## config.mk

```make
export PLATFORM = sky130hd
export DESIGN_NAME = bfie_ram
export DESIGN_NICKNAME = d
export VERILOG_FILES = /design/src/rtl/assert_macros.svh /design/src/rtl/bfie_ram.sv
export SDC_FILE = /design/constraint.sdc
export NUM_CORES = 2
export LEC_CHECK = 0
export BUFFER_PORTS_ARGS = -buffer_cell sky130_fd_sc_hd__buf_2
export CELL_PAD_IN_SITES_DETAIL_PLACEMENT = 1
export CELL_PAD_IN_SITES_GLOBAL_PLACEMENT = 2
export CORE_MARGIN = 4
export CORE_UTILIZATION = 53
export CTS_BUF_LIST = sky130_fd_sc_hd__clkbuf_8
export CTS_CLUSTER_DIAMETER = 150
export DETAILED_ROUTE_END_ITERATION = 8
export PLACE_DENSITY = 0.79
export SLEW_MARGIN = 15
export SYNTH_ARGS = -nofsm -noshare
export SYNTH_HDL_FRONTEND = slang
export SYNTH_SLANG_ARGS = --single-unit
```

## constraint.sdc

```tcl
create_clock -name clk_i -period 3.18 [get_ports clk_i]
set_input_delay 0.159 -clock clk_i [delete_from_list [all_inputs] [get_ports clk_i]]
set_output_delay 0.159 -clock clk_i [all_outputs]
set_load 0.1 [all_outputs]
```

## src/rtl/assert_macros.svh

```systemverilog
// Assertion macros for the engine's top-level RTL file.
// No dependencies; the bodies drop out when SYNTHESIS is defined.
`ifndef ASSERT_MACROS_SVH
`define ASSERT_MACROS_SVH

`ifndef SYNTHESIS

// Invariant that holds at every clock edge out of reset.
`define BFIE_ASSERT(name, clk, rst_n, prop, msg) \
  name: assert property (@(posedge clk) disable iff (!rst_n) (prop)) else $error(msg);

// Condition in one cycle that forces a result in the next.
`define BFIE_ASSERT_NEXT(name, clk, rst_n, ante, cons, msg) \
  name: assert property (@(posedge clk) disable iff (!rst_n) (ante) |=> (cons)) else $error(msg);

`else

`define BFIE_ASSERT(name, clk, rst_n, prop, msg)
`define BFIE_ASSERT_NEXT(name, clk, rst_n, ante, cons, msg)

`endif

`endif

```

## src/rtl/bfie_ram.sv

```systemverilog
// Generic single-port RAM with registered read data.
// No dependencies.
`default_nettype none

module bfie_ram #(
  parameter int unsigned DEPTH = 512,
  parameter int unsigned WIDTH = 8
) (
  input  logic                     clk_i,
  input  logic                     we_i,
  input  logic                     re_i,
  input  logic [$clog2(DEPTH)-1:0] addr_i,
  input  logic [WIDTH-1:0]         wdata_i,
  output logic [WIDTH-1:0]         rdata_o
);

  logic [WIDTH-1:0] mem [DEPTH];

  always_ff @(posedge clk_i) begin
    if (we_i) begin
      mem[addr_i] <= wdata_i;
    end
    if (re_i) begin
      rdata_o <= mem[addr_i];
    end
  end

endmodule

`default_nettype wire

```

==> implementation parameters <==
Parameter                              Value

Pwr
  Reported leakage power    61.86 nW
  Maximum vdd drop    421.1 uV
  PnR Total Power    107.4 mW
  Power Dens Cells    577.4 mW/mm2

Placement
  Number of cells in the design after placement    12440
  Buffers added on ports    27
  HPWL after detailed placement    322200 um
  Placer congestion estimate    0.9321
  Setup WS pre-CTS    -1267 ps
  Dpl cell area    0.1740 mm2

Routing
  Routed length per placed instance    36.35 um
  Post-detailed-route DRC marker count    0
  Detail Route Antenna Nets    0
  Routed via count divided by cell count    6.533
  Total wire length    494700 um
  1st-iter DRT viols    12970
  Pre-Repair DR Iteration Count    7
  Via count    88900

Timing
  Number of endpoints failing setup at the final stage    0
  Slew at the pin closest to its max-slew limit    1172 ps
  Unrepaired setup endpoints after global routing    false
  Post-route minimum period    3153 ps
  Fin worst setup slack    26.55 ps
  Final critical-path share of the clock period    99.17%
  Headroom to the max-slew limit    21.59%
  Final clock skew    106.6 ps
  Final Hold Violating Endpoints    0
  Count of pins over their slew limit    0
  Max frequency    317.1 MHz

Layout
  Non-Filler Cell Area, Final    0.1861 mm2
  Utilization after layout    62.59%
  Synth-to-layout area growth    17.44%
  Number of standard cells in the layout, taps in and fillers out    13610
  Share of layout cells above drive strength 1    31.95%
  Final nets    9189

Worst setup path
  Worst setup path class    reg2reg
  Crit path max fanout    1
  Worst Setup End Kind    flop
  Req. time, crit path    4130 ps
  Kind of launch point of the worst setup path    flop
  CP arrival    4110 ps

Floorplanning
  Vertical extent of the die    554.8 um
  Count of standard-cell rows    200
  Initial core utilization    53.30%
  Standard cell core area    0.2973 mm2
  Width of the die    554.8 um
  IO Count    28
  Die outline area    0.3078 mm2

GRT
  Maximum number of pins on one net before global-route repair    137
  Global-route congestion overflow total    0
  Wire length of the first global-routing pass    705200 um
  Via count of the first global-routing pass    93360
  GRT Resource Usage Total    32.18%
  Antenna violations before repair    34

Synthesis
  Cell taking the most area after synthesis    edfxtp_1
  Part of the Yosys area used for sequential elements    77.78%
  Fraction of registers with async set or reset after synthesis    0%
  Number of enable-type register cells in the synthesized netlist    4104
  Dominant register cell in the synthesized netlist    edfxtp_1
  Mapped Cells    7575
  Synth Area per Inst    20.92 um2
  Synthesized flop and latch total    4104
  Post-synth design cell area    0.1584 mm2
  Share of the synthesized area in the top cell type    77.78%
  Total of warnings raised by yosys    0
  Most numerous cell in the Yosys netlist    edfxtp_1
  Cell variety after synth    66
  Synth top cells by count    edfxtp_1 (4104), mux4_2 (816), nor2_1 (548)
  Net count of the mapped netlist    7595
  Largest cells by area after synthesis    edfxtp_1 (78%), mux4_2 (12%), mux2i_1 (2.7%), nor2_1 (1.3%), a22oi_1 (0.85%)

CTS
  TritonCTS sink count    4104
  Setup bufs post-CTS    0
  Buffer depth of the longest clock path    4
  Worst-skew pair later-pin latency    1240 ps
  Total CTS buffers    653
  Library cell used as clock root buffer    clkbuf_8
  Register clock-pin slew on the reported worst setup and hold paths    70 ps
  CTS H-Tree Depth    6
  TritonCTS clock tree    yes

Worst hold path
  HP Class    in2reg

Job
  Max Cap Viol    0

Status
  Run status    complete, no violations
==> per-layer routing <==
layer  track usage (%)  part of all wire, %
met3             7.647                   11
met5                 0                0.017
met1             45.04                   37
met2             49.55                   47
met4             12.96                  4.4
==> path summary, 6_finish.rpt <==
check	from	endpoint	slack (ps)	cells past startpoint
setup / recovery	mem[250][1]$_DFFE_PP_	rdata_o[1]$_DFFE_PP_	30	9
setup reg to reg	mem[250][1]$_DFFE_PP_	rdata_o[1]$_DFFE_PP_	30	9
hold reg to reg	mem[182][0]$_DFFE_PP_	rdata_o[0]$_DFFE_PP_	960	6
hold / removal	wdata_i[6]	mem[510][6]$_DFFE_PP_	30	2
==> flip-flops by register name, indices dropped and copies added, names as in the netlist <==
name     count
rdata_o      8
mem       4096
==> cells by family (layout without fill, tap and decap cells) <==
| family | count (synthesis) | count (layout) | synth area share (%) |
|---|---|---|---|
| AND/OR/NAND/NOR | 958 | 958 | 2.735 |
| AO/OA/AOI/OAI | 758 | 758 | 3.424 |
| multiplexers | 1268 | 1268 | 14.47 |
| flip-flops | 4104 | 4104 | 77.78 |
| other | 0 | 10 | 0 |
| buffers and inverters | 487 | 2571 | 1.590 |
==> cell usage in the layout, fill, tap and decap left out, types with 36 or more instances in the layout <==
master    count
edfxtp_1   4104
buf_4      1200
mux4_2      816
clkbuf_8    656
nor2_1      540
mux2i_1     433
inv_1       198
a22oi_1     180
buf_12      179
clkinv_1    174
nand2_1     124
o22ai_1     118
a221oi_1     85
a21oi_1      77
a31oi_1      75
clkinv_2     54
nand4_1      47
a22o_1       46
o21ai_0      45
nand3_1      38
a211oi_1     36
==> power by group <==
part / internal (mW) / switching [mW] / total (mW)
logic: 2.23 / 3.86 / 6.09
registers: 59.6 / 0.0499 / 59.6
clock network: 20.2 / 21.5 / 41.7
total: 82.0 / 25.5 / 107
==> worst max-delay path: stages, from the launching register on <==
cell	delay, ps
edfxtp_1	370
mux4_2	460
nand2_1	110
a21oi_1	160
nor4_1	440
buf_4	190
nand4b_1	280
nor4_4	600
buf_4	200
nand4_1	90
==> per-stage QoR <==
stage / TNS [ps] / hold WS (ps)
after floorplan: 0 / 257.9
after global placement: -15180 / 635.6
after detailed placement: -6215 / 644.7
after CTS: 0 / 1.748
after global routing: 0 / 67.09
final: 0 / 31.99
==> what timing repair did <==
item | in CTS | in global routing
pin swaps | 3 | 3
resized for setup | 25 | 7
hold buffers | 19 | 0
hold endpoints to repair | 4264 | 0
setup endpoints to repair | 7 | 4
==> area by class of cell <==
type                            instances  area [um2]
Fill cell                           25060      111200
Multi-Input combinational cell       2984       33180
Sequential cell                      4104      123200
Timing Repair Buffer                 1422       12990
Inverter                                4       20.02
Antenna cell                           10       25.02
Clock buffer                          656        9029
Clock inverter                        489        2658
Tap cell                             3939        4928
(Power assumes the default switching activity.)
