===== src/rtl/assert_macros.svh =====
// Assertion macros for the engine's top-level RTL file.
// No dependencies; the bodies drop out when SYNTHESIS is defined.
`ifndef ASSERT_MACROS_SVH
`define ASSERT_MACROS_SVH

`ifndef SYNTHESIS

// Invariant that holds at every clock edge out of reset.
`define BFIE_ASSERT(name, clk, rst_n, prop, msg) \
  name: assert property (@(posedge clk) disable iff (!rst_n) (prop)) else $error(msg);

// Condition in one cycle that forces a result in the next.
`define BFIE_ASSERT_NEXT(name, clk, rst_n, ante, cons, msg) \
  name: assert property (@(posedge clk) disable iff (!rst_n) (ante) |=> (cons)) else $error(msg);

`else

`define BFIE_ASSERT(name, clk, rst_n, prop, msg)
`define BFIE_ASSERT_NEXT(name, clk, rst_n, ante, cons, msg)

`endif

`endif


===== src/rtl/bfie_pkg.sv =====
// Package of the instruction engine: sizes, opcodes, status codes, microcode types.
// No dependencies; used by bfie_seq, the engine top and the scoreboard package.
`default_nettype none

package bfie_pkg;

  localparam int unsigned PROGRAM_DEPTH = 512;
  localparam int unsigned TAPE_DEPTH    = 512;
  localparam int unsigned STACK_DEPTH   = 256;

  localparam int unsigned PA_W = $clog2(PROGRAM_DEPTH);      // program memory address
  localparam int unsigned PC_W = $clog2(PROGRAM_DEPTH + 1);  // counter / length
  localparam int unsigned TP_W = $clog2(TAPE_DEPTH);         // tape pointer
  localparam int unsigned SA_W = $clog2(STACK_DEPTH);        // stack address
  localparam int unsigned SD_W = $clog2(STACK_DEPTH + 1);    // stack depth
  localparam int unsigned STEP_W = 5;

  localparam logic [7:0] OP_RIGHT = 8'h3E;
  localparam logic [7:0] OP_LEFT  = 8'h3C;
  localparam logic [7:0] OP_INC   = 8'h2B;
  localparam logic [7:0] OP_DEC   = 8'h2D;
  localparam logic [7:0] OP_OUT   = 8'h2E;
  localparam logic [7:0] OP_IN    = 8'h2C;
  localparam logic [7:0] OP_OPEN  = 8'h5B;
  localparam logic [7:0] OP_CLOSE = 8'h5D;

  typedef enum logic [1:0] {
    ACT_LOAD,
    ACT_STEP,
    ACT_RESTART,
    ACT_NONE
  } act_e;

  typedef enum logic [2:0] {
    ST_RUN,
    ST_END,
    ST_OVER,
    ST_UNDER,
    ST_FULL
  } status_e;

  // Datapath operation of one microcode step.
  typedef enum logic [4:0] {
    U_NOP,
    U_CLEAR,
    U_ACCEPT,
    U_LOAD,
    U_EXEC,
    U_RIGHT,
    U_LEFT,
    U_INC,
    U_DEC,
    U_OUT,
    U_IN,
    U_ADV,
    U_OPEN,
    U_SCAN_RD,
    U_SCAN_CHK,
    U_CLOSE,
    U_RET,
    U_RESTART,
    U_EMIT
  } uop_e;

  typedef enum logic [2:0] {
    J_GOTO,      // unconditional
    J_IF,        // condition -> target, else next step
    J_HOLD,      // stay while condition, then target
    J_DISP_ACT,  // map on the action of the input beat
    J_DISP_OP    // map on the fetched opcode
  } jump_e;

  typedef enum logic [2:0] {
    C_NONE,
    C_CLR_MORE,
    C_STOP,
    C_CELL_NZ,
    C_SCAN_END,
    C_NO_MATCH,
    C_SD_ZERO,
    C_OUT_BUSY
  } cond_e;

  typedef enum logic [STEP_W-1:0] {
    S_RCLR,
    S_IDLE,
    S_LOAD,
    S_EXEC,
    S_FETCH,
    S_RIGHT,
    S_LEFT,
    S_INC,
    S_DEC,
    S_OUT,
    S_IN,
    S_ADV,
    S_OPEN,
    S_SCAN,
    S_SCAN2,
    S_FIN,
    S_CLOSE,
    S_RET,
    S_RST
  } step_e;

  typedef struct packed {
    uop_e  uop;
    jump_e jump;
    cond_e cond;
    step_e target;
  } cw_t;

  // Status flags from the datapath that the sequencer branches on.
  typedef struct packed {
    logic clr_more;
    logic stop;
    logic cell_nz;
    logic scan_end;
    logic no_match;
    logic sd_zero;
    logic out_busy;
  } cond_t;

endpackage

`default_nettype wire


===== src/rtl/bfie_seq.sv =====
// Microcode sequencer: step counter, control ROM and branch/dispatch logic.
// Depends on bfie_pkg.
`default_nettype none

module bfie_seq (
  input  logic            clk_i,
  input  logic            rst_ni,
  input  logic            in_valid_i,
  input  logic [1:0]      action_i,
  input  logic [7:0]      opcode_i,
  input  bfie_pkg::cond_t cond_i,
  output bfie_pkg::uop_e  uop_o
);

  import bfie_pkg::*;

  step_e step_q, step_d;
  cw_t   cw;
  logic  cond_hit;

  // Control store.
  function automatic cw_t rom(input step_e s);
    cw_t w;
    w = '{uop: U_NOP, jump: J_GOTO, cond: C_NONE, target: S_IDLE};
    unique case (s)
      S_RCLR:  w = '{uop: U_CLEAR,    jump: J_HOLD,     cond: C_CLR_MORE, target: S_IDLE};
      S_IDLE:  w = '{uop: U_ACCEPT,   jump: J_DISP_ACT, cond: C_NONE,     target: S_IDLE};
      S_LOAD:  w = '{uop: U_LOAD,     jump: J_GOTO,     cond: C_NONE,     target: S_FIN};
      S_EXEC:  w = '{uop: U_EXEC,     jump: J_IF,       cond: C_STOP,     target: S_FIN};
      S_FETCH: w = '{uop: U_NOP,      jump: J_DISP_OP,  cond: C_NONE,     target: S_ADV};
      S_RIGHT: w = '{uop: U_RIGHT,    jump: J_GOTO,     cond: C_NONE,     target: S_FIN};
      S_LEFT:  w = '{uop: U_LEFT,     jump: J_GOTO,     cond: C_NONE,     target: S_FIN};
      S_INC:   w = '{uop: U_INC,      jump: J_GOTO,     cond: C_NONE,     target: S_FIN};
      S_DEC:   w = '{uop: U_DEC,      jump: J_GOTO,     cond: C_NONE,     target: S_FIN};
      S_OUT:   w = '{uop: U_OUT,      jump: J_GOTO,     cond: C_NONE,     target: S_FIN};
      S_IN:    w = '{uop: U_IN,       jump: J_GOTO,     cond: C_NONE,     target: S_FIN};
      S_ADV:   w = '{uop: U_ADV,      jump: J_GOTO,     cond: C_NONE,     target: S_FIN};
      S_OPEN:  w = '{uop: U_OPEN,     jump: J_IF,       cond: C_CELL_NZ,  target: S_FIN};
      S_SCAN:  w = '{uop: U_SCAN_RD,  jump: J_IF,       cond: C_SCAN_END, target: S_FIN};
      // falls through into S_FIN on the matching bracket
      S_SCAN2: w = '{uop: U_SCAN_CHK, jump: J_IF,       cond: C_NO_MATCH, target: S_SCAN};
      S_FIN:   w = '{uop: U_EMIT,     jump: J_HOLD,     cond: C_OUT_BUSY, target: S_IDLE};
      S_CLOSE: w = '{uop: U_CLOSE,    jump: J_IF,       cond: C_SD_ZERO,  target: S_FIN};
      S_RET:   w = '{uop: U_RET,      jump: J_GOTO,     cond: C_NONE,     target: S_FIN};
      S_RST:   w = '{uop: U_RESTART,  jump: J_HOLD,     cond: C_CLR_MORE, target: S_FIN};
      default: w = '{uop: U_NOP,      jump: J_GOTO,     cond: C_NONE,     target: S_IDLE};
    endcase
    return w;
  endfunction

  assign cw = rom(step_q);

  always_comb begin
    unique case (cw.cond)
      C_CLR_MORE: cond_hit = cond_i.clr_more;
      C_STOP:     cond_hit = cond_i.stop;
      C_CELL_NZ:  cond_hit = cond_i.cell_nz;
      C_SCAN_END: cond_hit = cond_i.scan_end;
      C_NO_MATCH: cond_hit = cond_i.no_match;
      C_SD_ZERO:  cond_hit = cond_i.sd_zero;
      C_OUT_BUSY: cond_hit = cond_i.out_busy;
      default:    cond_hit = 1'b0;
    endcase
  end

  // Next step.
  always_comb begin
    step_d = step_q;
    unique case (cw.jump)
      J_GOTO: step_d = cw.target;
      J_IF:   step_d = cond_hit ? cw.target : step_e'(step_q + STEP_W'(1));
      J_HOLD: step_d = cond_hit ? step_q : cw.target;
      J_DISP_ACT: begin
        if (in_valid_i) begin
          case (action_i)
            ACT_LOAD:    step_d = S_LOAD;
            ACT_STEP:    step_d = S_EXEC;
            ACT_RESTART: step_d = S_RST;
            default:     step_d = S_FIN;
          endcase
        end
      end
      J_DISP_OP: begin
        case (opcode_i)
          OP_RIGHT: step_d = S_RIGHT;
          OP_LEFT:  step_d = S_LEFT;
          OP_INC:   step_d = S_INC;
          OP_DEC:   step_d = S_DEC;
          OP_OUT:   step_d = S_OUT;
          OP_IN:    step_d = S_IN;
          OP_OPEN:  step_d = S_OPEN;
          OP_CLOSE: step_d = S_CLOSE;
          default:  step_d = cw.target;
        endcase
      end
      default: step_d = S_IDLE;
    endcase
  end

  always_comb begin
    uop_o = cw.uop;
  end

  always_ff @(posedge clk_i or negedge rst_ni) begin
    if (!rst_ni) begin
      step_q <= S_RCLR;
    end else begin
      step_q <= step_d;
    end
  end

endmodule

`default_nettype wire


===== config.mk =====
export PLATFORM = sky130hd
export DESIGN_NAME = bfie_seq
export DESIGN_NICKNAME = d
export VERILOG_FILES = /design/src/rtl/assert_macros.svh /design/src/rtl/bfie_pkg.sv /design/src/rtl/bfie_seq.sv
export SDC_FILE = /design/constraint.sdc
export NUM_CORES = 1
export LEC_CHECK = 0
export ABC_AREA = 1
export BUFFER_PORTS_ARGS = -buffer_cell sky130_fd_sc_hd__buf_2
export CORE_ASPECT_RATIO = 1.2
export CORE_UTILIZATION = 25
export CTS_BUF_LIST = sky130_fd_sc_hd__clkbuf_4
export CTS_CLUSTER_SIZE = 20
export DETAILED_ROUTE_END_ITERATION = 12
export PLACE_DENSITY = 0.38
export SLEW_MARGIN = 40
export SYNTH_ARGS = -nofsm -noshare
export SYNTH_HDL_FRONTEND = slang
export SYNTH_SLANG_ARGS = --single-unit

===== constraint.sdc =====
create_clock -name clk_i -period 2.8 [get_ports clk_i]
set_clock_uncertainty 0.05 [all_clocks]
set_input_delay 0.56 -clock clk_i [delete_from_list [all_inputs] [get_ports clk_i]]
set_output_delay 0.56 -clock clk_i [all_outputs]
set_load 0.05 [all_outputs]

==> out/results.ini <==
[global_route]
antenna_found_initial = 0
grt_remaining_overflow = 0
grt_first_pass_wirelength_um = 6020
grt_use_total = 0.144
grt_pass1_vias = 1317
grt_max_degree = 13

[yosys]
synth_edf_count = 0
synth_async_sr_flop_share = 1.00
yosys.area.top_type_share = 0.149
ys_warn_count = 0
synthTopCellsByArea = nand2_1, nand3_1, dfrtp_1
synth-seq-area-share = 0.0953
synth.avg_cell_area_um2 = 6.34
synthFlopType = dfrtp_1
synth_cell_types = 31
synthesis.area_um2 = 1310
synth-seq-cells = 5
synth_cells = 207
syn-num-nets = 236
yosysTopAreaCell = nand2_1

[die]
start_util = 0.264
ios = 25
num_rows = 28
die_area_um2 = 5550
core_um2 = 4970
die_width_um = 68.1
die_h_um = 81.4

[placement]
place_congestion = 0.767
dpl.hpwl_um = 3140
dp_worst_setup_slack_ns = 0.410
port_buffers = 24
post-place-cells = 289

[worst_setup_path]
required_ns = 2.19
cp-start-kind = flip-flop
end_kind = output port
critPathKind = flip-flop to output port
path_max_fanout = 9
worstPathArrival_ns = 1.93

[layout]
finalNonFillerCells = 293
max_flop_register = step_q
seq_area_um2 = 125
layout-drive-gt1-share = 0.279
area_growth_syn_to_layout_pct = 15.2
largestRegisters = step_q: 5 flops
n_fill_cell = 583
fin_nets = 263
n_antenna_cell = 0
multiInputGateArea_um2 = 1060
largest_register_ffs = 5

[timing]
slew_viol_final = 0
fin_crit_sh = 0.907
tightest_slew_ns = 0.709
setup_viol = 0
setup_ws_ns = 0.261
relSlewSlack = 0.521
timing.setup.tns_ns = 0
finalWorstPathRequiredPeriod_ns = 2.54
fmax_ghz = 0.394
whs_ns = 0.0690
rsz0062_at_grt = false
hold_violations = 0

[hold_path]
hold_path_class = primary input to asynchronous set/reset pin

[drt]
drc = 0
drtAntennaViolNets = 0
dr_total_vias = 1393
drt-pass1-iter-count = 4
routed_via_density = 4.75
wl_per_cell_um = 12.3
drt_iter0_markers = 45
wirelength_um = 3610

[clock_network]
clock_latency_ns = 0.24
path_clk_slew_ns = 0.05
cts_inserted_buffers = 3
htree_levels = 1
clockRootBuffer = clkbuf_4
cts_setup_buffers = 0
cts_sinks = 5
cts_tree = yes
holdBufCountCts = 0
cts_resized = 0
cts_buffer_depth = 2

[power_and_ir_drop]
cellInternalPower_mw = 0.735
switching_share = 0.646
seq_power_share = 0.113
clkPwrFrac = 0.045
switching_power_mw = 1.34
combPwrFrac = 0.842
p_leak_nw = 0.789
irDropWorstVdd_mv = 0.255
powerDensity_nw_per_um2 = 1380

[status]
status = finished, final reports clean

[flow_run]
max_cap_violations = 0

Yosys cell counts, types with 2 or more instances:
cell and instances:
nand4_1 8, inv_1 16, o21ai_0 7, nand2_2 6
nor2_4 4, ha_1 9, nand3_1 29, nor3_1 3
nor3_4 2, o211ai_1 2, dfrtp_1 5, nand2_4 2
nand3_2 3, xor2_1 2, a21oi_1 4, nand2_1 52
nor2_1 26, inv_2 6, buf_6 3, nor2_2 4
nand3_4 4
worst max-delay path, stage by stage, from the launching register on:
cell and delay (ns):
dfrtp_1 0.55, inv_1 0.17, ha_1 0.30, inv_1 0.13, a21oi_1 0.08, o211ai_1 0.17
buf_2 0.29
area by class of cell:
class / count / share of cell area
Multi-Input combinational cell: 176 / 0.704
Timing Repair Buffer: 25 / 0.0844
Sequential cell: 5 / 0.0828
Inverter: 23 / 0.0588
Tap cell: 60 / 0.0497
Clock buffer: 4 / 0.0199
worst paths after layout:
kind	from	end	slack [ns]	cells past startpoint
setup reg to reg	step_q[0]$_DFFE_PN0P_	step_q[0]$_DFFE_PN0P_	0.41	16
max in group asynchronous	rst_ni	step_q[2]$_DFFE_PN0P_	2.49	1
min in group clk_i	step_q[1]$_DFFE_PN0P_	step_q[1]$_DFFE_PN0P_	0.60	2
hold reg to reg	step_q[1]$_DFFE_PN0P_	step_q[1]$_DFFE_PN0P_	0.60	2
hold / removal	rst_ni	step_q[4]$_DFFE_PN0P_	0.07	1
setup / recovery	step_q[0]$_DFFE_PN0P_	uop_o[2]	0.26	6
metrics by stage:
step / power, mW / instance area, µm² / utilization
after floorplan: 1.65 / 1310 / -
after global placement: 2.04 / 1480 / 0.298
after detailed placement: 2.01 / 1480 / 0.298
after CTS: 2.11 / 1510 / 0.304
after global routing: 2.30 / 1510 / 0.304
final: 2.08 / 1510 / 0.304
logic make-up after synthesis:
kind of cell	Yosys count	synth area share
and+or+nand+nor	148	0.634
buffers and inverters	26	0.0934
AOI/OAI and AO/OA	17	0.0782
adders and majority gates	9	0.0858
DFF	5	0.0953
xor gates and xnor gates	2	0.0133
placed cells by master, fill, tap and decap left out, types with 5 or more instances in the layout:
cell type   n
nand2_1    52
buf_2      24
inv_2       6
ha_1        9
nand3_1    29
dfrtp_1     5
nand4_1     8
nor2_1     26
o21ai_0     7
inv_1      16
nand2_2     6
power by group through the flow:
stage | sequential [mW] | combinational [mW] | clock, mW
floorplan | 0.148 | 1.50 | 0
global placement | 0.243 | 1.79 | 0
detailed placement | 0.238 | 1.77 | 0
CTS | 0.237 | 1.77 | 0.0961
global route | 0.242 | 1.95 | 0.104
finish | 0.235 | 1.75 | 0.0934
metal layers:
metal | part of all wire | GRT usage | routed length [µm] | vias to the layer above
li1 | - | - | - | 746
met1 | 0.42 | 0.166 | 1540 | 609
met2 | 0.53 | 0.273 | 1910 | 36
met3 | 0.041 | 0.0239 | 149 | 2
met4 | 0.0044 | 0.0208 | 16 | 0
met5 | 0 | 0 | 0 | -
No activity file was read; power rests on OpenSTA's default activity.
